==> src/rtl/kbe_pkg.sv <==
// ---------------------------------------------------------------------------
// kbe_pkg: shared types and constants for the keyframe Bezier easing core
// Transaction structs, controller commands, state encoding and fixed constants.
// ---------------------------------------------------------------------------
package kbe_pkg;

    // Control point magnitude width and signed storage width.
    localparam int MW    = 39;
    localparam int PW    = 40;
    // Low chunk width of the split multiplier.
    localparam int CHUNK = 20;

    // ceil(2^32 / 100): exact floor(n / 100) for n below 2^23.
    localparam logic [25:0] RECIP_100   = 26'd42949673;
    localparam int          RECIP_SHIFT = 32;

    localparam logic [38:0] HANDLE_MAX  = 39'h40_0000_0000;
    localparam int          EASED_LIMIT = 524288;

    localparam logic [1:0] ST_OK       = 2'd0;
    localparam logic [1:0] ST_ZERO_DUR = 2'd1;
    localparam logic [1:0] ST_SAT      = 2'd2;

    // Dividend width of the shared divider; also its step count.
    function automatic int kbe_div_width(input int f);
        return (33 + f > 54) ? 33 + f : 54;
    endfunction

    typedef struct packed {
        logic signed [31:0] prev_time;
        logic signed [31:0] prev_value_x;
        logic signed [31:0] prev_value_y;
        logic signed [31:0] prev_speed;
        logic [22:0]        prev_influence;
        logic signed [31:0] next_time;
        logic signed [31:0] next_value_x;
        logic signed [31:0] next_value_y;
        logic signed [31:0] next_speed;
        logic [22:0]        next_influence;
        logic [16:0]        progress;
    } kbe_in_t;

    typedef struct packed {
        logic signed [20:0] eased_fraction;
        logic [16:0]        curve_param;
        logic [1:0]         status;
    } kbe_out_t;

    typedef enum logic [4:0] {
        OP_NONE, OP_LOAD, OP_PREP, OP_SQX, OP_SQY, OP_SQSUM, OP_SQRT_STEP,
        OP_AVG_INIT, OP_DIV_STEP, OP_AVG_DONE, OP_HY_INIT, OP_HY_DONE,
        OP_BIS_INIT, OP_MID, OP_EV_LOAD, OP_MUL_LO, OP_MUL_HI, OP_MUL_SUM,
        OP_TERM_ACC, OP_DECIDE, OP_FINAL_T, OP_FINISH
    } kbe_op_t;

    typedef enum logic [4:0] {
        S_IDLE, S_PREP, S_SQX, S_SQY, S_SQSUM, S_SQRT, S_AVG_INIT, S_DIV_AVG,
        S_AVG_DONE, S_HY1_INIT, S_DIV_Y1, S_HY1_DONE, S_HY2_INIT, S_DIV_Y2,
        S_HY2_DONE, S_BIS_INIT, S_MID, S_EV_LOAD, S_MUL_LO, S_MUL_HI,
        S_MUL_SUM, S_TERM_ACC, S_DECIDE, S_FINAL_T, S_FINISH
    } kbe_state_t;

    typedef struct packed {
        kbe_op_t    op;
        logic [1:0] term;
        logic       use_t;
        logic       curve_y;
        logic       sel;
    } kbe_cmd_t;

    typedef struct packed {
        logic dur_zero;
        logic hit;
    } kbe_stat_t;

endpackage

==> src/rtl/kbe_controller.sv <==
// ---------------------------------------------------------------------------
// kbe_controller: sequencer of the easing core
// Steps the datapath through root, divisions, bisection and final evaluation.
// ---------------------------------------------------------------------------
module kbe_controller #(
    parameter int DIV_STEPS    = 54,
    parameter int BISECT_STEPS = 10
) (
    input  logic               clk,
    input  logic               rst_n,
    input  logic               item_valid,
    output logic               item_ready,
    output logic               result_valid,
    input  logic               result_ready,
    input  kbe_pkg::kbe_stat_t stat,
    output kbe_pkg::kbe_cmd_t  cmd
);
    import kbe_pkg::*;

    localparam int CW = $clog2(DIV_STEPS);
    localparam int SW = $clog2(BISECT_STEPS);

    kbe_state_t     state_reg, state_next;
    logic [CW-1:0]  cnt_reg, cnt_next;
    logic [SW-1:0]  step_reg, step_next;
    logic [1:0]     term_reg, term_next, midx_reg, midx_next;
    logic           curve_y_reg, curve_y_next;
    logic           res_valid_reg, res_valid_next;
    logic           last_mul;

    always_ff @(posedge clk or negedge rst_n)
    begin
        if (!rst_n)
        begin
            state_reg     <= S_IDLE;
            cnt_reg       <= '0;
            step_reg      <= '0;
            term_reg      <= '0;
            midx_reg      <= '0;
            curve_y_reg   <= 1'b0;
            res_valid_reg <= 1'b0;
        end
        else
        begin
            state_reg     <= state_next;
            cnt_reg       <= cnt_next;
            step_reg      <= step_next;
            term_reg      <= term_next;
            midx_reg      <= midx_next;
            curve_y_reg   <= curve_y_next;
            res_valid_reg <= res_valid_next;
        end
    end

    always_comb
    begin
        state_next     = state_reg;
        cnt_next       = cnt_reg;
        step_next      = step_reg;
        term_next      = term_reg;
        midx_next      = midx_reg;
        curve_y_next   = curve_y_reg;
        res_valid_next = res_valid_reg && !result_ready;

        cmd.op      = OP_NONE;
        cmd.term    = term_reg;
        cmd.curve_y = curve_y_reg;
        cmd.sel     = 1'b0;
        case (term_reg)
            2'd0:    cmd.use_t = midx_reg == 2'd2;
            2'd1:    cmd.use_t = midx_reg != 2'd0;
            default: cmd.use_t = 1'b1;
        endcase
        last_mul = (term_reg == 2'd2) ? (midx_reg == 2'd1) : (midx_reg == 2'd2);

        case (state_reg)
            S_IDLE:
            begin
                if (item_valid)
                begin
                    cmd.op     = OP_LOAD;
                    state_next = S_PREP;
                end
            end
            S_PREP:
            begin
                cmd.op     = OP_PREP;
                state_next = S_SQX;
            end
            S_SQX:
            begin
                if (stat.dur_zero)
                begin
                    state_next = S_FINISH;
                end
                else
                begin
                    cmd.op     = OP_SQX;
                    state_next = S_SQY;
                end
            end
            S_SQY:
            begin
                cmd.op     = OP_SQY;
                state_next = S_SQSUM;
            end
            S_SQSUM:
            begin
                cmd.op     = OP_SQSUM;
                cnt_next   = '0;
                state_next = S_SQRT;
            end
            S_SQRT:
            begin
                cmd.op   = OP_SQRT_STEP;
                cnt_next = cnt_reg + 1'b1;
                if (cnt_reg == CW'(31))
                begin
                    state_next = S_AVG_INIT;
                end
            end
            S_AVG_INIT:
            begin
                cmd.op     = OP_AVG_INIT;
                cnt_next   = '0;
                state_next = S_DIV_AVG;
            end
            S_DIV_AVG, S_DIV_Y1, S_DIV_Y2:
            begin
                cmd.op   = OP_DIV_STEP;
                cnt_next = cnt_reg + 1'b1;
                if (cnt_reg == CW'(DIV_STEPS - 1))
                begin
                    case (state_reg)
                        S_DIV_AVG: state_next = S_AVG_DONE;
                        S_DIV_Y1:  state_next = S_HY1_DONE;
                        default:   state_next = S_HY2_DONE;
                    endcase
                end
            end
            S_AVG_DONE:
            begin
                cmd.op     = OP_AVG_DONE;
                state_next = S_HY1_INIT;
            end
            S_HY1_INIT:
            begin
                cmd.op     = OP_HY_INIT;
                cnt_next   = '0;
                state_next = S_DIV_Y1;
            end
            S_HY1_DONE:
            begin
                cmd.op     = OP_HY_DONE;
                state_next = S_HY2_INIT;
            end
            S_HY2_INIT:
            begin
                cmd.op     = OP_HY_INIT;
                cmd.sel    = 1'b1;
                cnt_next   = '0;
                state_next = S_DIV_Y2;
            end
            S_HY2_DONE:
            begin
                cmd.op     = OP_HY_DONE;
                cmd.sel    = 1'b1;
                state_next = S_BIS_INIT;
            end
            S_BIS_INIT:
            begin
                cmd.op       = OP_BIS_INIT;
                step_next    = '0;
                curve_y_next = 1'b0;
                state_next   = S_MID;
            end
            S_MID:
            begin
                cmd.op     = OP_MID;
                term_next  = '0;
                state_next = S_EV_LOAD;
            end
            S_EV_LOAD:
            begin
                cmd.op     = OP_EV_LOAD;
                midx_next  = '0;
                state_next = S_MUL_LO;
            end
            S_MUL_LO:
            begin
                cmd.op     = OP_MUL_LO;
                state_next = S_MUL_HI;
            end
            S_MUL_HI:
            begin
                cmd.op     = OP_MUL_HI;
                state_next = S_MUL_SUM;
            end
            S_MUL_SUM:
            begin
                cmd.op = OP_MUL_SUM;
                if (last_mul)
                begin
                    state_next = S_TERM_ACC;
                end
                else
                begin
                    midx_next  = midx_reg + 1'b1;
                    state_next = S_MUL_LO;
                end
            end
            S_TERM_ACC:
            begin
                cmd.op = OP_TERM_ACC;
                if (term_reg == 2'd2)
                begin
                    state_next = curve_y_reg ? S_FINISH : S_DECIDE;
                end
                else
                begin
                    term_next  = term_reg + 1'b1;
                    state_next = S_EV_LOAD;
                end
            end
            S_DECIDE:
            begin
                cmd.op = OP_DECIDE;
                if (stat.hit || step_reg == SW'(BISECT_STEPS - 1))
                begin
                    state_next = S_FINAL_T;
                end
                else
                begin
                    step_next  = step_reg + 1'b1;
                    state_next = S_MID;
                end
            end
            S_FINAL_T:
            begin
                cmd.op       = OP_FINAL_T;
                curve_y_next = 1'b1;
                term_next    = '0;
                state_next   = S_EV_LOAD;
            end
            S_FINISH:
            begin
                if (!res_valid_reg || result_ready)
                begin
                    cmd.op         = OP_FINISH;
                    res_valid_next = 1'b1;
                    state_next     = S_IDLE;
                end
            end
            default:
            begin
                state_next = S_IDLE;
            end
        endcase
    end

    assign item_ready   = state_reg == S_IDLE;
    assign result_valid = res_valid_reg;

endmodule

==> config.mk <==
export PLATFORM = sky130hd
export DESIGN_NAME = kbe_controller
export DESIGN_NICKNAME = d
export VERILOG_FILES = /design/src/rtl/kbe_pkg.sv /design/src/rtl/kbe_controller.sv
export SDC_FILE = /design/constraint.sdc
export NUM_CORES = 1
export LEC_CHECK = 0
export BUFFER_PORTS_ARGS = -buffer_cell sky130_fd_sc_hd__buf_2
export CAP_MARGIN = 20
export CORE_MARGIN = 4
export CORE_UTILIZATION = 55
export CTS_CLUSTER_SIZE = 16
export DETAILED_ROUTE_END_ITERATION = 10
export PLACE_DENSITY = 0.73
export REMOVE_ABC_BUFFERS = 1
export SYNTH_ARGS = -nofsm -noshare
export SYNTH_HDL_FRONTEND = slang
export SYNTH_SLANG_ARGS = --single-unit
export TNS_END_PERCENT = 1
==> constraint.sdc <==
create_clock -name clk -period 4.7 [get_ports clk]
set_clock_uncertainty 0.15 [all_clocks]
set_input_delay 0.47 -clock clk [delete_from_list [all_inputs] [get_ports clk]]
set_output_delay 0.47 -clock clk [all_outputs]
set_load 0.02 [all_outputs]
Word level (Yosys, flattened, before mapping). Index checks and enable logic that the tools add are counted.

$add $sub $neg: 4. Reductions and logical operators: 24. Equal/unequal tests: 38. Mux-type cells: 28.

Operators by type and width (number): $pmux W5 S22 (1); $pmux W5 S21 (1); $eq A5 B5 Y1 const B (9); $eq A5 B4 Y1 const B (8); $mux W5 (6); $eq A5 B3 Y1 const B (4); $ne A2 B2 Y1 const B (7); $mux W4 (3); $pmux W6 S2 (1); $reduce_bool A2 Y1 (6); $eq A5 B2 Y1 const B (2); $pmux W2 S2 (2); $pmux W4 S2 (1); $reduce_or A2 Y1 (4); $reduce_or A4 Y1 (2); $add A6 B1 Y6 const B (1); $eq A6 B5 Y1 const B (1); $eq A6 B6 Y1 const B (1); $mux W2 (3); $mux W3 (2); $pmux W3 S2 (1); $reduce_and A2 Y1 (3); $eq A5 B1 Y1 const B (1); $logic_not A5 Y1 (1); other kinds (13) (23).

Logic and storage cells: 101. Flip-flop bits (word level): 21. Input port bits: 6.

Logic depth before layout (Yosys ltp).
Depth in word-level cells: 4. Gate-level depth with buffers: 7.

Least setup slack after synthesis. Ideal clock, no wire load.

Kind: register -> output. Start: register state_reg[4]. End: output port item_ready. Arrival: 1.714 ns. Data required time: 4.080 ns. Setup slack: 2.366 ns. Cell stages (with the launch flop): 5. Cell sequence: dfrtp_1 > buf_4 > clkbuf_1 > buf_2 > nor4_1.

Longest elaborated chain between the ends: 1.

Ends and longest elaborated chain: start, declared (RTL line kbe_controller.sv:23) `kbe_state_t state_reg, state_next;`; start signal, assigned (RTL line kbe_controller.sv:45) `state_reg <= state_next;`; $logic_not A5 Y1 (RTL line kbe_controller.sv:261) `assign item_ready = state_reg == S_IDLE;`; end, declared (RTL line kbe_controller.sv:12) `output logic item_ready,`.

Every way passes these cells.

==> impl_metrics.csv <==
group,metric,value,unit
status,outcome,"finished, final reports clean",
timing,hold_viol_final,0,
setup_path,required,4.08,ns
clock_network,cts-root-buf,"clkbuf_4",
finish,fillers,294,
setup_path,worstPathMaxFanout,30,
logic_synthesis,synth_flop_cell,"dfrtp_1",
route,routedWlPerCell,15.6,µm
setup_path,start_kind,"register",
logic_synthesis,synth_top_area_share,28.3,%
clock_network,clkTransAtPathRegs,0.12,ns
timing,finalCritPeriodShare,64.0,%
placed_design,hpwlAfterDp,3070,µm
placed_design,place_congestion,0.890,
power_and_ir_drop,p_total,1.03,mW
timing,setup_viol,0,
clock_network,insertion_delay,0.31,ns
floorplanning,die_h,66.1,µm
logic_synthesis,yosys.area.top_type,"dfrtp_1",
floorplanning,rows,20,
setup_path,path_cells,"and2_1, nand2_1, o221ai_1, o31a_1, buf_2",
logic_synthesis,avgSynthCellArea,8.35,µm²
grt,overflow,0,
logic_synthesis,yosysWarnings,0,
logic_synthesis,synthCells,222,
floorplanning,die_x,66.1,µm
setup_path,end_kind,"output pin",
clock_network,clock-sinks,21,
clock_network,cts-htree-levels,1,
timing,slew_headroom,41.4,%
route,ant_nets,0,
logic_synthesis,synth_seq_cells,21,
logic_synthesis,syn_area,1850,µm²
logic_synthesis,synth_cell_types,62,
grt,grt_pass1_wl,7360,µm
finish,largest_reg_flops,6,
setup_path,arrival,2.39,ns
floorplanning,dieArea,4360,µm²
floorplanning,start_util,59.3,%
logic_synthesis,synth_sequential_area_ratio,28.3,%
setup_path,slowest_delay,0.94,ns
setup_path,path_class,"register to output pin",
setup_path,critical_path.top_delay_family,"flip-flops",
placed_design,pre_cts_ws,2.05,ns
timing,finalSetupTns,0,ns
timing,finalMaxSlewViolations,0,
logic_synthesis,synth_edf_count,0,
power_and_ir_drop,ir_worst_vdd,0.000358,V
route,post_drt_via_cell_ratio,6.21,
setup_path,cp_slowest_cell,"dfrtp_1",
timing,fin_ws,1.69,ns
floorplanning,ios,18,
run,max-cap-violations,0,
finish,mostFrequentLayoutCell,"dfrtp_1",
grt,track_usage,21.5,%
grt,grt_pass1_vias,1530,
floorplanning,coreArea,3130,µm²
route,first_pass_iters,5,
finish,diodes,0,
route,drt_iter0_markers,120,
setup_path,path_buf_inv,1,
placed_design,io_buffers,17,
power_and_ir_drop,powerDensity,535,nW/µm²
timing,rsz0062_at_grt,"no",
timing,period_minus_slack,3.01,ns
route,drc_errors,0,
worst_hold_path,hp-class,"register to register",
logic_synthesis,async_flop_share,100,%
finish,finalNetCount,245,
grt,grt_max_degree,36,
clock_network,clockBufferDepth,2,
finish,final_cell_mix,"21 x dfrtp_1, 20 x nor2_1, 20 x nand2_1, 19 x a21oi_1, 17 x buf_2",
timing,max_freq,332,MHz
route,vias,1688,
clock_network,tritoncts,"built",
logic_synthesis,synthTopCellsByArea,"dfrtp_1 28%, ha_1 6.7%, a21oi_1 5.1%",
route,routed_wl,4250,µm
grt,grt_antenna_before_repair,0,
finish,area_growth_syn_to_layout,4.25,%
clock_network,numCtsBuffers,3,
finish,drive_gt1_share,15.8,%
power_and_ir_drop,leakagePower,0.788,nW
timing,tightestPinTransition,0.879,ns
-- metal layers --
| layer | vias to the layer above | GRT usage [%] | part of all wire (%) |
|---|---|---|---|
| met5 | - | 0 | 0 |
| met4 | 0 | 6.09 | 1.0 |
| met3 | 4 | 1.53 | 4.9 |
| met2 | 61 | 33.8 | 47 |
| met1 | 807 | 31.6 | 47 |
| li1 | 816 | - | - |
-- synthesized netlist by cell type, types with 6 or more instances --
cell type,n
a21oi_1,19
xnor2_1,6
nor2_1,20
inv_1,13
ha_1,10
o21ai_0,9
nor3_1,6
o22ai_1,7
nand2_1,20
nand3_1,6
buf_2,6
dfrtp_1,21
-- kinds of logic (layout without fill, tap and decap cells) --
| kind of cell | Yosys count | count (layout) | share of synthesized area (%) |
|---|---|---|---|
| AOI/OAI and AO/OA | 67 | 67 | 26.5 |
| adders and majority gates | 10 | 10 | 6.75 |
| DFF | 21 | 21 | 28.3 |
| and+or+nand+nor | 86 | 86 | 26.3 |
| muxes | 1 | 1 | 0.540 |
| xor gates and xnor gates | 7 | 7 | 3.31 |
| buffers and inverters | 30 | 36 | 8.30 |
-- what timing repair did --
| action | in CTS | in global routing |
|---|---|---|
| endpoints found under the setup margin | 0 | 0 |
| hold endpoints to repair | 21 | 0 |
| gates resized for setup | 0 | 0 |
| hold buffers | 1 | 0 |
| buffers inserted | 0 | 0 |
-- per-stage QoR --
step	utilization, %	cell area [µm²]	hold WS, ns	instances
after floorplan	-	1750	0.0244	205
after global placement	60.6	1900	0.304	267
after CTS	61.8	1930	0.415	272
after detailed placement	60.6	1900	0.311	267
after global routing	61.8	1930	0.469	272
final	61.8	1930	0.413	272
-- cell type report --
| type | count | area, µm² | share of cell area [%] |
|---|---|---|---|
| flip-flops and latches | 21 | 526 | 27.2 |
| inverters | 13 | 48.8 | 2.52 |
| multi-input cells | 171 | 1170 | 60.8 |
| clock buffers | 4 | 26.3 | 1.36 |
| repair buffers | 19 | 103 | 5.31 |
| well taps | 44 | 55.1 | 2.85 |
-- final timing paths --
kind | start | to | slack [ns] | cells after the start
worst min register to register | step_reg[0] | step_reg[0] | 0.41 | 1
max in group asynchronous | rst_n | state_reg[3] | 3.59 | 2
worst min-delay path | step_reg[0] | step_reg[0] | 0.41 | 1
worst max-delay path | state_reg[0] | cmd[7] | 1.69 | 5
worst max register to register | state_reg[0] | state_reg[2] | 2.17 | 5
min in group asynchronous | rst_n | cnt_reg[3] | 0.48 | 2
-- power by group --
group	switching, mW	internal (mW)
clock	0.0581	0.0332
sequential	0.128	0.221
combinational	0.342	0.251
No activity file was read; power rests on OpenSTA's default activity.
